--- src/bbc_pkg.sv ---
// ----------------------------------------------------------------------------
// bbc_pkg
// Shared types, character codes and decode helpers for the bracket checker.
// ----------------------------------------------------------------------------
`default_nettype none

package bbc_pkg;

   // default stack depth and field widths
   localparam int STACK_DEPTH_DEFAULT = 64;
   localparam int DEPTH_W             = 7;
   localparam int DEPTH_SAT           = (2 ** DEPTH_W) - 1;
   localparam int BYTE_W              = 8;
   localparam int REQ_TDATA_W         = 8;
   localparam int RSP_TDATA_W         = 16;

   // configuration port geometry
   localparam int CSR_ADDR_W = 3;
   localparam int CSR_DATA_W = 32;
   localparam int CSR_IDX_W  = CSR_ADDR_W - 2;
   localparam logic [CSR_IDX_W-1:0] REG_SQUARE_ENABLED = '0;

   // bracket characters
   localparam logic [BYTE_W-1:0] CHAR_ROUND_OPEN   = 8'h28;
   localparam logic [BYTE_W-1:0] CHAR_ROUND_CLOSE  = 8'h29;
   localparam logic [BYTE_W-1:0] CHAR_SQUARE_OPEN  = 8'h5B;
   localparam logic [BYTE_W-1:0] CHAR_SQUARE_CLOSE = 8'h5D;
   localparam logic [BYTE_W-1:0] CHAR_CURLY_OPEN   = 8'h7B;
   localparam logic [BYTE_W-1:0] CHAR_CURLY_CLOSE  = 8'h7D;

   typedef enum logic [1:0] {
      KIND_ROUND  = 2'd0,
      KIND_SQUARE = 2'd1,
      KIND_CURLY  = 2'd2,
      KIND_NONE   = 2'd3
   } kind_type;

   typedef enum logic [2:0] {
      STATUS_OK        = 3'd0,
      STATUS_MISMATCH  = 3'd1,
      STATUS_UNMATCHED = 3'd2,
      STATUS_UNCLOSED  = 3'd3,
      STATUS_OVERFLOW  = 3'd4,
      STATUS_BALANCED  = 3'd5
   } status_type;

   // one text byte as held in the input register
   typedef struct packed {
      logic [BYTE_W-1:0] byte_value;
      logic              end_of_text;
   } item_type;

   // one result as held in the output register
   typedef struct packed {
      status_type         status;
      logic [DEPTH_W-1:0] nesting_depth;
   } result_type;

   // kind of an opening bracket, or none
   function automatic kind_type opener_kind(input logic [BYTE_W-1:0] b,
                                            input logic square_en);
      kind_type k;
      k = KIND_NONE;
      case (b)
         CHAR_ROUND_OPEN:  k = KIND_ROUND;
         CHAR_CURLY_OPEN:  k = KIND_CURLY;
         CHAR_SQUARE_OPEN: k = square_en ? KIND_SQUARE : KIND_NONE;
         default:          k = KIND_NONE;
      endcase
      return k;
   endfunction

   // kind of a closing bracket, or none
   function automatic kind_type closer_kind(input logic [BYTE_W-1:0] b,
                                            input logic square_en);
      kind_type k;
      k = KIND_NONE;
      case (b)
         CHAR_ROUND_CLOSE:  k = KIND_ROUND;
         CHAR_CURLY_CLOSE:  k = KIND_CURLY;
         CHAR_SQUARE_CLOSE: k = square_en ? KIND_SQUARE : KIND_NONE;
         default:           k = KIND_NONE;
      endcase
      return k;
   endfunction

endpackage

`default_nettype wire

--- src/bbc_csr.sv ---
// ----------------------------------------------------------------------------
// bbc_csr
// Configuration register bank behind an APB-style port.
// ----------------------------------------------------------------------------
`default_nettype none

module bbc_csr (
   input  wire logic                             clock,
   input  wire logic                             reset,
   input  wire logic                             csr_psel,
   input  wire logic                             csr_penable,
   input  wire logic                             csr_pwrite,
   input  wire logic [bbc_pkg::CSR_ADDR_W-1:0]   csr_paddr,
   input  wire logic [bbc_pkg::CSR_DATA_W-1:0]   csr_pwdata,
   output logic      [bbc_pkg::CSR_DATA_W-1:0]   csr_prdata,
   output logic                                  csr_pready,
   output logic                                  square_enabled
);
   import bbc_pkg::*;

   logic                 square_en_ff;
   logic                 square_en_in;
   logic [CSR_IDX_W-1:0] reg_index;
   logic                 wr_transfer;

   assign csr_pready  = 1'b1;
   assign reg_index   = csr_paddr[CSR_ADDR_W-1:2];
   assign wr_transfer = csr_psel & csr_penable & csr_pwrite & csr_pready;

   // register write decode
   always_comb begin
      square_en_in = square_en_ff;
      if (wr_transfer && (reg_index == REG_SQUARE_ENABLED)) begin
         square_en_in = csr_pwdata[0];
      end
   end

   always_ff @(posedge clock) begin
      if (reset) begin
         square_en_ff <= 1'b1;
      end else begin
         square_en_ff <= square_en_in;
      end
   end

   // read-back mux
   always_comb begin
      csr_prdata = '0;
      if (reg_index == REG_SQUARE_ENABLED) begin
         csr_prdata = {{(CSR_DATA_W-1){1'b0}}, square_en_ff};
      end
   end

   assign square_enabled = square_en_ff;

endmodule

`default_nettype wire

--- src/bbc_in_reg.sv ---
// ----------------------------------------------------------------------------
// bbc_in_reg
// Input register stage for incoming text bytes.
// ----------------------------------------------------------------------------
`default_nettype none

module bbc_in_reg (
   input  wire logic                              clock,
   input  wire logic                              reset,
   input  wire logic                              req_tvalid,
   output logic                                   req_tready,
   input  wire logic [bbc_pkg::REQ_TDATA_W-1:0]   req_tdata,
   input  wire logic                              req_tlast,
   input  wire logic                              advance,
   output logic                                   item_valid,
   output bbc_pkg::item_type                      item
);
   import bbc_pkg::*;

   logic     valid_ff;
   logic     valid_in;
   item_type item_ff;

   // stage is free when empty or when its byte moves on this cycle
   assign req_tready = !valid_ff || advance;

   always_comb begin
      valid_in = valid_ff;
      if (req_tready) begin
         valid_in = req_tvalid;
      end
   end

   always_ff @(posedge clock) begin
      if (reset) begin
         valid_ff <= 1'b0;
      end else begin
         valid_ff <= valid_in;
      end
   end

   // payload, no reset
   always_ff @(posedge clock) begin
      if (req_tready && req_tvalid) begin
         item_ff.byte_value  <= req_tdata[BYTE_W-1:0];
         item_ff.end_of_text <= req_tlast;
      end
   end

   assign item_valid = valid_ff;
   assign item       = item_ff;

endmodule

`default_nettype wire

--- src/bbc_engine.sv ---
// ----------------------------------------------------------------------------
// bbc_engine
// Bracket stack, sticky error and per-byte verdict logic.
// ----------------------------------------------------------------------------
`default_nettype none

module bbc_engine #(
   parameter int STACK_DEPTH = bbc_pkg::STACK_DEPTH_DEFAULT
) (
   input  wire logic                clock,
   input  wire logic                reset,
   input  wire logic                step_en,
   input  wire bbc_pkg::item_type   item,
   input  wire logic                square_enabled,
   output bbc_pkg::result_type      result
);
   import bbc_pkg::*;

   localparam int CNT_W  = $clog2(STACK_DEPTH + 1);
   localparam int ADDR_W = $clog2(STACK_DEPTH);
   localparam logic [CNT_W-1:0] FULL = CNT_W'(STACK_DEPTH);

   // stack entries; the top entry is also kept in top_ff, and the entry
   // just below it is prefetched into below_ff so a pop never waits for a read
   kind_type kind_mem [STACK_DEPTH];

   logic [CNT_W-1:0]  count_ff;
   logic [CNT_W-1:0]  count_in;
   logic [CNT_W-1:0]  proc_count;
   status_type        err_ff;
   status_type        err_in;
   status_type        proc_err;
   kind_type          top_ff;
   kind_type          top_in;
   kind_type          below_ff;
   kind_type          open_k;
   kind_type          close_k;
   logic              push;
   logic [ADDR_W-1:0] wr_addr;
   logic [ADDR_W-1:0] rd_addr;
   logic [CNT_W-1:0]  rd_count;
   logic [31:0]       depth_wide;

   assign open_k  = opener_kind(item.byte_value, square_enabled);
   assign close_k = closer_kind(item.byte_value, square_enabled);

   // push, pop and error detection for one byte
   always_comb begin
      proc_count = count_ff;
      proc_err   = err_ff;
      top_in     = top_ff;
      push       = 1'b0;
      if (step_en && (err_ff == STATUS_OK)) begin
         if (open_k != KIND_NONE) begin
            if (count_ff >= FULL) begin
               proc_err = STATUS_OVERFLOW;
            end else begin
               push       = 1'b1;
               top_in     = open_k;
               proc_count = count_ff + CNT_W'(1);
            end
         end else if (close_k != KIND_NONE) begin
            if (count_ff == '0) begin
               proc_err = STATUS_UNMATCHED;
            end else if (top_ff != close_k) begin
               proc_err = STATUS_MISMATCH;
            end else begin
               proc_count = count_ff - CNT_W'(1);
               top_in     = below_ff;
            end
         end
      end
   end

   // reported depth saturates at the field's maximum
   assign depth_wide = 32'(proc_count);

   // verdict and self-clear at the end of the text
   always_comb begin
      result.status = proc_err;
      if (item.end_of_text && (proc_err == STATUS_OK)) begin
         result.status = (proc_count != '0) ? STATUS_UNCLOSED : STATUS_BALANCED;
      end
      result.nesting_depth = (depth_wide > 32'(DEPTH_SAT)) ?
                             DEPTH_W'(DEPTH_SAT) : depth_wide[DEPTH_W-1:0];
      count_in = proc_count;
      err_in   = proc_err;
      if (step_en && item.end_of_text) begin
         count_in = '0;
         err_in   = STATUS_OK;
      end
   end

   always_ff @(posedge clock) begin
      if (reset) begin
         count_ff <= '0;
         err_ff   <= STATUS_OK;
      end else begin
         count_ff <= count_in;
         err_ff   <= err_in;
      end
   end

   always_ff @(posedge clock) begin
      top_ff <= top_in;
   end

   // stack memory: write the new top, prefetch the entry under the next top
   assign wr_addr  = count_ff[ADDR_W-1:0];
   assign rd_count = count_in - CNT_W'(2);
   assign rd_addr  = rd_count[ADDR_W-1:0];

   always_ff @(posedge clock) begin
      if (push) begin
         kind_mem[wr_addr] <= open_k;
      end
      below_ff <= kind_mem[rd_addr];
   end

endmodule

`default_nettype wire

--- src/bbc_out_reg.sv ---
// ----------------------------------------------------------------------------
// bbc_out_reg
// Result register stage driving the result stream.
// ----------------------------------------------------------------------------
`default_nettype none

module bbc_out_reg (
   input  wire logic                              clock,
   input  wire logic                              reset,
   input  wire logic                              in_valid,
   input  wire bbc_pkg::result_type               result,
   output logic                                   advance,
   output logic                                   rsp_tvalid,
   input  wire logic                              rsp_tready,
   output logic      [bbc_pkg::RSP_TDATA_W-1:0]   rsp_tdata
);
   import bbc_pkg::*;

   localparam int PAD_W = RSP_TDATA_W - 3 - DEPTH_W;

   logic       valid_ff;
   logic       valid_in;
   result_type result_ff;

   // register takes a new result when empty or when the held one leaves
   assign advance = !valid_ff || rsp_tready;

   always_comb begin
      valid_in = valid_ff;
      if (advance) begin
         valid_in = in_valid;
      end
   end

   always_ff @(posedge clock) begin
      if (reset) begin
         valid_ff <= 1'b0;
      end else begin
         valid_ff <= valid_in;
      end
   end

   always_ff @(posedge clock) begin
      if (advance && in_valid) begin
         result_ff <= result;
      end
   end

   assign rsp_tvalid = valid_ff;
   assign rsp_tdata  = {{PAD_W{1'b0}}, result_ff.nesting_depth, result_ff.status};

endmodule

`default_nettype wire

--- src/bracket_balance_checker_core.sv ---
// ----------------------------------------------------------------------------
// bracket_balance_checker_core
// Streaming checker for nesting and matching of (), [] and {} in a text.
// ----------------------------------------------------------------------------
// Takes one text byte per clock unless the results stall and returns one
// result per byte, in order. Each result carries the sticky status of the
// text so far and the count of open brackets; the byte marked by tlast gives
// the final verdict and clears the checker for the next text. The one-byte
// rate is held by keeping the top of the bracket stack in a register and
// prefetching the entry below it from the stack memory's registered read
// port, so a pop never waits for a read. Square brackets are checked only
// while square_enabled is set; change it only while no byte is in flight.
`default_nettype none

module bracket_balance_checker_core #(
   parameter int STACK_DEPTH = bbc_pkg::STACK_DEPTH_DEFAULT
) (
   input  wire logic                             clock,
   input  wire logic                             reset,
   // req_tdata: [7:0] byte_value; req_tlast: end_of_text
   input  wire logic                             req_tvalid,
   output logic                                  req_tready,
   input  wire logic [bbc_pkg::REQ_TDATA_W-1:0]  req_tdata,
   input  wire logic                             req_tlast,
   // rsp_tdata: [2:0] status, [9:3] nesting_depth, [15:10] zero
   output logic                                  rsp_tvalid,
   input  wire logic                             rsp_tready,
   output logic      [bbc_pkg::RSP_TDATA_W-1:0]  rsp_tdata,
   input  wire logic                             csr_psel,
   input  wire logic                             csr_penable,
   input  wire logic                             csr_pwrite,
   input  wire logic [bbc_pkg::CSR_ADDR_W-1:0]   csr_paddr,
   input  wire logic [bbc_pkg::CSR_DATA_W-1:0]   csr_pwdata,
   output logic      [bbc_pkg::CSR_DATA_W-1:0]   csr_prdata,
   output logic                                  csr_pready
);
   import bbc_pkg::*;

   logic       square_enabled;
   logic       item_valid;
   item_type   item;
   logic       advance;
   logic       step_en;
   result_type result;

   bbc_csr u_csr (
      .clock          (clock),
      .reset          (reset),
      .csr_psel       (csr_psel),
      .csr_penable    (csr_penable),
      .csr_pwrite     (csr_pwrite),
      .csr_paddr      (csr_paddr),
      .csr_pwdata     (csr_pwdata),
      .csr_prdata     (csr_prdata),
      .csr_pready     (csr_pready),
      .square_enabled (square_enabled)
   );

   bbc_in_reg u_in_reg (
      .clock      (clock),
      .reset      (reset),
      .req_tvalid (req_tvalid),
      .req_tready (req_tready),
      .req_tdata  (req_tdata),
      .req_tlast  (req_tlast),
      .advance    (advance),
      .item_valid (item_valid),
      .item       (item)
   );

   // a byte is processed when it moves into the result register
   assign step_en = item_valid & advance;

   bbc_engine #(
      .STACK_DEPTH (STACK_DEPTH)
   ) u_engine (
      .clock          (clock),
      .reset          (reset),
      .step_en        (step_en),
      .item           (item),
      .square_enabled (square_enabled),
      .result         (result)
   );

   bbc_out_reg u_out_reg (
      .clock      (clock),
      .reset      (reset),
      .in_valid   (item_valid),
      .result     (result),
      .advance    (advance),
      .rsp_tvalid (rsp_tvalid),
      .rsp_tready (rsp_tready),
      .rsp_tdata  (rsp_tdata)
   );

`ifndef SYNTHESIS
   localparam int FULL_DEPTH = (STACK_DEPTH > DEPTH_SAT) ? DEPTH_SAT : STACK_DEPTH;

   logic [2:0]         rsp_status;
   logic [DEPTH_W-1:0] rsp_depth;

   assign rsp_status = rsp_tdata[2:0];
   assign rsp_depth  = rsp_tdata[DEPTH_W+2:3];

   // a balanced text ends with an empty stack
   a_balanced_empty: assert property (@(posedge clock) disable iff (reset)
      rsp_tvalid && (rsp_status == STATUS_BALANCED) |-> rsp_depth == '0)
      else $error("balanced verdict with open brackets");

   // an unclosed text ends with something on the stack
   a_unclosed_nonempty: assert property (@(posedge clock) disable iff (reset)
      rsp_tvalid && (rsp_status == STATUS_UNCLOSED) |-> rsp_depth != '0)
      else $error("unclosed verdict with empty stack");

   // overflow leaves the stack frozen full
   a_overflow_full: assert property (@(posedge clock) disable iff (reset)
      rsp_tvalid && (rsp_status == STATUS_OVERFLOW) |->
         rsp_depth == DEPTH_W'(FULL_DEPTH))
      else $error("overflow reported below full depth");

   // a held input byte waits unchanged while the result side stalls
   a_in_hold: assert property (@(posedge clock) disable iff (reset)
      item_valid && !advance |=> item_valid && $stable(item))
      else $error("input register lost a stalled byte");
`endif

endmodule

`default_nettype wire
--- config.mk ---
export PLATFORM = sky130hd
export DESIGN_NAME = bracket_balance_checker_core
export DESIGN_NICKNAME = d
export VERILOG_FILES = /design/src/bbc_pkg.sv /design/src/bbc_csr.sv /design/src/bbc_in_reg.sv /design/src/bbc_engine.sv /design/src/bbc_out_reg.sv /design/src/bracket_balance_checker_core.sv
export SDC_FILE = /design/constraint.sdc
export NUM_CORES = 1
export LEC_CHECK = 0
export ABC_AREA = 1
export BUFFER_PORTS_ARGS = -buffer_cell sky130_fd_sc_hd__buf_2
export CORE_MARGIN = 1.5
export CORE_UTILIZATION = 40
export DETAILED_ROUTE_END_ITERATION = 16
export PLACE_DENSITY = 0.6
export SLEW_MARGIN = 10
export SYNTH_ARGS = -nofsm -noshare
export SYNTH_HDL_FRONTEND = slang
export SYNTH_SLANG_ARGS = --single-unit
--- constraint.sdc ---
create_clock -name clock -period 5.8 [get_ports clock]
set_input_delay 0.29 -clock clock [delete_from_list [all_inputs] [get_ports clock]]
set_output_delay 0.29 -clock clock [all_outputs]
set_load 0.02 [all_outputs]
== Word-level counts from Yosys, hierarchy flattened ==
Memories as Yosys holds them, arrays and structs flattened. A register that Yosys moved wholly into a read port is not among the register bits.
Cells that the tools add are included.

* Register bits: 34
* Memory bits (writable): 128
* Input bits: 51
* Output and inout bits: 51
* Logic and storage cells: 78
* Memories kept: 1

* Add/subtract/negate cells: 3
* $lt $le $gt $ge: 2
* Equality and inequality tests: 12
* Mux-type cells: 29
* Bitwise gates (word level): 4
* Reduce and logical (&&, ||, !) cells: 17

{| class="wikitable"
|+ Memories
! memory !! words !! bits a word !! read ports !! clocked after Yosys merged registers in !! wr ports !! line !! text
|-
| u_engine.kind_mem || 64 || 2 || 1 || 1 || 1 || bbc_engine.sv:25 || <nowiki>kind_type kind_mem [STACK_DEPTH];</nowiki>
|}

{| class="wikitable"
|+ Operators with widths
! operator !! number
|-
| $mux W7 || 7
|-
| $eq A8 B7 Y1 const B || 4
|-
| $mux W3 || 8
|-
| $eq A8 B6 Y1 const B || 2
|-
| $mux W2 || 6
|-
| $pmux W2 S3 || 2
|-
| $add A7 B1 Y7 const B || 1
|-
| $ge A7 B7 Y1 const B || 1
|-
| $gt A7 B7 Y1 const B || 1
|-
| $logic_not A7 Y1 || 1
|-
| $reduce_bool A7 Y1 || 1
|-
| $sub A7 B1 Y7 const B || 1
|-
| $logic_and A1 B1 Y1 || 6
|-
| $logic_not A3 Y1 || 2
|-
| $mux W1 || 6
|-
| $ne A2 B2 Y1 const B || 3
|-
| $sub A6 B2 Y6 const B || 1
|-
| $reduce_and A5 Y1 || 1
|-
| $ne A2 B1 Y1 const B || 2
|-
| $and A1 B1 Y1 || 3
|-
| $logic_not A1 Y1 || 2
|-
| $logic_or A1 B1 Y1 || 2
|-
| $ne A2 B2 Y1 || 1
|-
| $reduce_bool A2 Y1 || 1
|-
| 2 further kinds || 2
|}

== Depth between registers and ports, before layout ==
* Depth after elaboration: 11
* Mapped depth: 26
* Depth with buffers taken out: 25

== Modules after synthesis ==
Synthesis repeated with hierarchy kept, for this count alone.

* Cell total of the unflattened synthesis: 887
* Area, all modules: 8,380.5 um^2

{| class="wikitable"
|+ Modules (own cells, without submodules)
! module !! times used !! cells an instance !! area each (um^2) !! seq. area each (um^2)
|-
| bbc_engine || 1 || 801 || 7,344.5 || 4,144.0
|-
| bbc_out_reg || 1 || 23 || 396.6 || 320.3
|-
| bbc_in_reg || 1 || 15 || 317.8 || 290.3
|-
| bbc_csr || 1 || 46 || 314.1 || 20.0
|-
| bracket_balance_checker_core || 1 || 2 || 7.5 || 0.0
|}

== Least setup slack after synthesis ==
Ideal clock, no wire load.

* Path type: flip-flop to flip-flop
* Start point: register u_in_reg.item_ff (netlist bit u_in_reg.item[4])
* End point: register u_engine.below_ff[0] (read register of u_engine.kind_mem)
* Setup time: 0.113 ns
* Data arrival time: 3.162 ns
* Required time: 5.687 ns
* Slack: 2.524 ns
* Stages on the path, launching flop included: 26
* Buffers on the path: 2
* Period minus slack after synthesis: 3.276 ns
* Cell sequence: edfxtp_1 > nand2_1 > nor2_1 > nand2_1 > nand2_1 > inv_2 > nand2_4 > nand2_1 > nand2_1 > inv_2 > nand4_4 > nand2_1 > nand2_2 > inv_2 > nand2_4 > buf_4 > ha_1 > inv_1 > clkbuf_1 > nand3_1 > nand2_1 > nand2_1 > nand3_1 > nand3_1 > nand3_1 > nand2_1

* Elaborated cells between the ends (all ways): 18
* Classes of those cells: add/sub (1); eq/ne (9); mux (8)

{| class="wikitable"
|+ RTL lines
! item !! line !! text
|-
| start: declaration || bbc_in_reg.sv:22 || <nowiki>item_type item_ff;</nowiki>
|-
| $eq A8 B7 Y1 / $eq A8 B6 Y1 (equally long branches) || bbc_pkg.sv:64 || <nowiki>case (b)</nowiki>
|-
| $pmux W2 S3 * || bbc_pkg.sv:64 ||
|-
| net u_engine.open_k[1] || bbc_engine.sv:36 || <nowiki>kind_type open_k;</nowiki>
|-
| $ne A2 B2 Y1 * || bbc_engine.sv:54 || <nowiki>if (open_k != KIND_NONE) begin</nowiki>
|-
| $mux W7 * || bbc_engine.sv:54 ||
|-
| $mux W7 * || bbc_engine.sv:53 || <nowiki>if (step_en && (err_ff == STATUS_OK)) begin</nowiki>
|-
| $mux W7 * || bbc_engine.sv:88 || <nowiki>if (step_en && item.end_of_text) begin</nowiki>
|-
| $sub A6 B2 Y6 * || bbc_engine.sv:110 || <nowiki>assign rd_count = count_in - CNT_W'(2);</nowiki>
|-
| end: declaration || bbc_engine.sv:35 || <nowiki>kind_type below_ff;</nowiki>
|}

The timed path passes the listed nets; every way through them passes the cells marked *.
A chain may end at the register's enable or synchronous reset.

== Worst setup path in the final report ==
* Start point: register u_in_reg.item_ff (netlist bit u_in_reg.item[8])
* End point: register u_engine.below_ff[0] (read register of u_engine.kind_mem)

* Word-level cells in the longest chain between the ends: 10
* Elaborated cells between the ends (all ways): 18
* Classes of those cells: add/sub (1); eq/ne (9); mux (8)

{| class="wikitable"
|+ Ends and longest elaborated chain
! item !! line !! text
|-
| $eq A8 B7 Y1 / $eq A8 B6 Y1 (equally long branches) || bbc_pkg.sv:78 || <nowiki>case (b)</nowiki>
|-
| $pmux W2 S3 || bbc_pkg.sv:78 ||
|-
| $ne A2 B2 Y1 || bbc_engine.sv:65 || <nowiki>end else if (top_ff != close_k) begin</nowiki>
|-
| $mux W7 || bbc_engine.sv:65 ||
|-
| $mux W7 || bbc_engine.sv:63 || <nowiki>if (count_ff == '0) begin</nowiki>
|-
| $mux W7 || bbc_engine.sv:62 || <nowiki>end else if (close_k != KIND_NONE) begin</nowiki>
|-
| $mux W7 * || bbc_engine.sv:54 ||
|-
| $mux W7 * || bbc_engine.sv:53 ||
|-
| $mux W7 * || bbc_engine.sv:88 ||
|-
| $sub A6 B2 Y6 * || bbc_engine.sv:110 ||
|}

Every way passes the cells marked *; elsewhere a longest branch is shown, timed or not.

==> run metrics <==
HPWL Detailed 11,700 um; GRT overflow 0; drt via density 4.97; Synth Area in XOR/XNOR less than 1%; fin nets 947; initial core utilization 41.0%; power density cells 285 mW/mm^2; vias in the first global route 5,470; Global Route Usage Sum between 15 and 20%; worst reg2reg path endpoint u_engine.below_ff[0]; final RePlAce weighted congestion 0.859; WL final 19,100 um; Synth Warn # 0; post-synthesis sequential area ratio 57.4%; I/O Pins 102; final non-filler cell area 0.00905 mm^2; diodes inserted 0; Clock Latency Late Sink between 400 and 500 ps; Final Critical Period 3940 ps; leak pwr 3.41 nW; via count 5,850; clk buf depth 2; critical path type reg -> reg; total CTS buffers 17; Clock Sinks 164; first-pass GRT wire length 29,700 um; Clk Tree Root Cell clkbuf_16; Placed Area 0.00849 mm^2; Synth Area per Inst roughly 9.5 um^2; H-tree depth 4; Fmax 254 MHz; hold endpoint u_in_reg.item[1]; worst flop-to-flop path startpoint u_in_reg.item[8]; peak fanout along the critical path 34; Syn Inst Count just under 900; Post-Synthesis Cell Area 0.00832 mm^2; Post-route DRC 0; hold_sp req_tdata[0]; worst-case clock skew 11.1 ps; number of core rows 52; largest net degree at the start of global routing 66; synth unique cells 36; Area contributors post-synth edfxtp_1 54%, nand3_1 9.8%, nand2_1 6.3%; Tightest Hold Check Type in -> reg; slew margin rel. 41.9%; wire length per cell 16.3 um; post-layout utilization of the core between 40% and 50%; Post-CTS Setup Inserts 0; post-synthesis mux area share 0%; Clock transition at path regs 60 ps; R2R setup slack 1860 ps; ANT nets after route 0; DRT Pass-1 Iters 5; final-report hold violation count 0; Resized cells post-CTS 0; PortBufs 30; DR iter-0 viols 508; EDFF count, synth 149; Synth Area in Simple Gates roughly 29%; chip height 147 um; Worst setup SP type flop; post-route clock period utilization 67.9%; post-synthesis register bit count 164; DIE AREA 0.0217 mm^2; Yosys top cell area share 53.8%; initial antenna violation count 0; WP data arrival 4260 ps; largest family of logic cells by synthesized area simple AND/OR/NAND/NOR gates; Max Slew Vio Count 0; CP Capture Type flop; Hold Crit Depth 1; ys flop type edfxtp_1; Compound-Gate Fraction of Synth Area around 1.4%; worst reg2reg path depth 24; ys async rst share 0%; area leader, netlist edfxtp_1; Placeable Area 0.0203 mm^2; CTS tree done; peak supply drop 0.205 mV; layout cell share with drive strength beyond 1 10.5%; RSZ-0062 raised after global routing no; maxcap violations 0; worst slew pin tran 871 ps; required time worst endpoint 6120 ps; hold buffer count at cts 0; area delta synth->final 8.83%; Synth Area in Adders less than 1%; setup violators final 0; Die Wd approximately 150 um; status finished clean; setup tns final 0 ps
[final cells by class]
class | instances | area (um^2)
sequential | 164 | 4770
fill | 1955 | 11200
multi-input combinational | 556 | 2740
clock buffer | 20 | 437
timing repair buffer | 36 | 195
clock inverter | 12 | 125
tap | 270 | 338
inverter | 118 | 443
[state kept, by name, indices dropped and copies added, names as in the netlist, 2 cells and up]
signal,cells
u_engine.below_ff,2
u_engine.count_ff,7
u_engine.err_ff,3
u_engine.kind_mem,128
u_engine.top_ff,2
u_in_reg.item,9
u_out_reg.rsp_tdata,10
[kinds of logic after synthesis]
kind of cell / count (synthesis)
AOI/OAI and AO/OA: 19
adders and majority gates: 3
other: 2
buffers and inverters: 190
xor gates and xnor gates: 7
and+or+nand+nor: 489
DFF: 164
[report_power, final]
part	internal, mW	switching (mW)	leakage [nW]
logic	0.0483	0.145	2.05
clock network	0.600	0.481	0.264
registers	1.29	0.0119	1.10
[cell usage after synthesis (3+ instances only)]
cell      count
inv_1       108
buf_4        41
edfxtp_1    149
buf_6         6
buf_2        12
dfxtp_1      15
nand2_2       6
ha_1          3
nand2_1     139
inv_2        10
o211ai_1      3
nand3b_1     46
a21oi_1       7
nand3_1     163
nand4_1       7
o21ai_0       3
xor2_1        7
nor2_1      106
clkbuf_1     12
or2_1         4
nor3_1        4
nand2_4       4
[worst max-delay path, cell delays in order (launching register included)]
cell	delay (ps)
edfxtp_1	380
inv_2	60
nand2_1	60
nor2_1	200
nand2_1	70
nand2_1	100
nand3_2	110
nand2_2	90
nand3_4	110
nor2_4	180
nand2_1	70
nand2_1	60
nand2_1	50
nand2_2	130
inv_2	80
nand2_4	350
ha_1	330
inv_1	640
nand3_1	140
nand2_1	100
nand2_1	80
nand3_1	130
nand3_1	90
nand3_1	120
nand2_1	60
[cell usage in the layout, fill, tap and decap left out, types with 4 or more instances in the layout]
| cell type | n |
|---|---|
| edfxtp_1 | 149 |
| nor2_1 | 106 |
| nor3_1 | 4 |
| nand2_1 | 139 |
| xor2_1 | 7 |
| inv_1 | 108 |
| a21oi_1 | 7 |
| nand2_4 | 4 |
| nand3_1 | 163 |
| dfxtp_1 | 15 |
| nand4_1 | 7 |
| or2_1 | 4 |
| nand3b_1 | 46 |
| inv_2 | 10 |
| buf_2 | 30 |
| clkbuf_16 | 17 |
| nand2_2 | 6 |
| buf_4 | 6 |
| conb_1 | 38 |
[metrics by stage]
| stage | setup WS (ps) | hold WS, ps | std cells | total power [mW] |
|---|---|---|---|---|
| 2_1_floorplan | 2520 | 359 | 910 | 1.48 |
| 3_3_place_gp | 1860 | 468 | 1144 | 1.52 |
| 3_5_place_dp | 1820 | 468 | 1144 | 1.52 |
| 4_1_cts | 1900 | 18.4 | 1176 | 2.59 |
| 5_1_grt | 1530 | 12.8 | 1176 | 2.66 |
| 6_report | 1860 | 31.2 | 1176 | 2.58 |
[routing by layer]
layer	vias to the layer above	share of wire [%]	GRT usage (%)
li1	2881	-	-
met1	2773	44	23.6
met2	164	49	30.6
met3	32	4.6	3.01
met4	0	2.3	8.15
met5	-	0	0
[how the worst max path moves through the flow]
stage,start,cells past startpoint,slack (ps),to
after global placement,rsp_tready,20,1860,u_engine.below_ff[0]
after floorplan,u_in_reg.item[4],25,2520,u_engine.below_ff[0]
final,u_in_reg.item[8],24,1860,u_engine.below_ff[0]
after detailed placement,rsp_tready,20,1820,u_engine.below_ff[0]
after global routing,u_in_reg.item[6],24,1530,u_engine.below_ff[1]
after CTS,u_out_reg.rsp_tvalid,18,1900,u_engine.below_ff[0]
No activity file was read; power rests on OpenSTA's default activity.
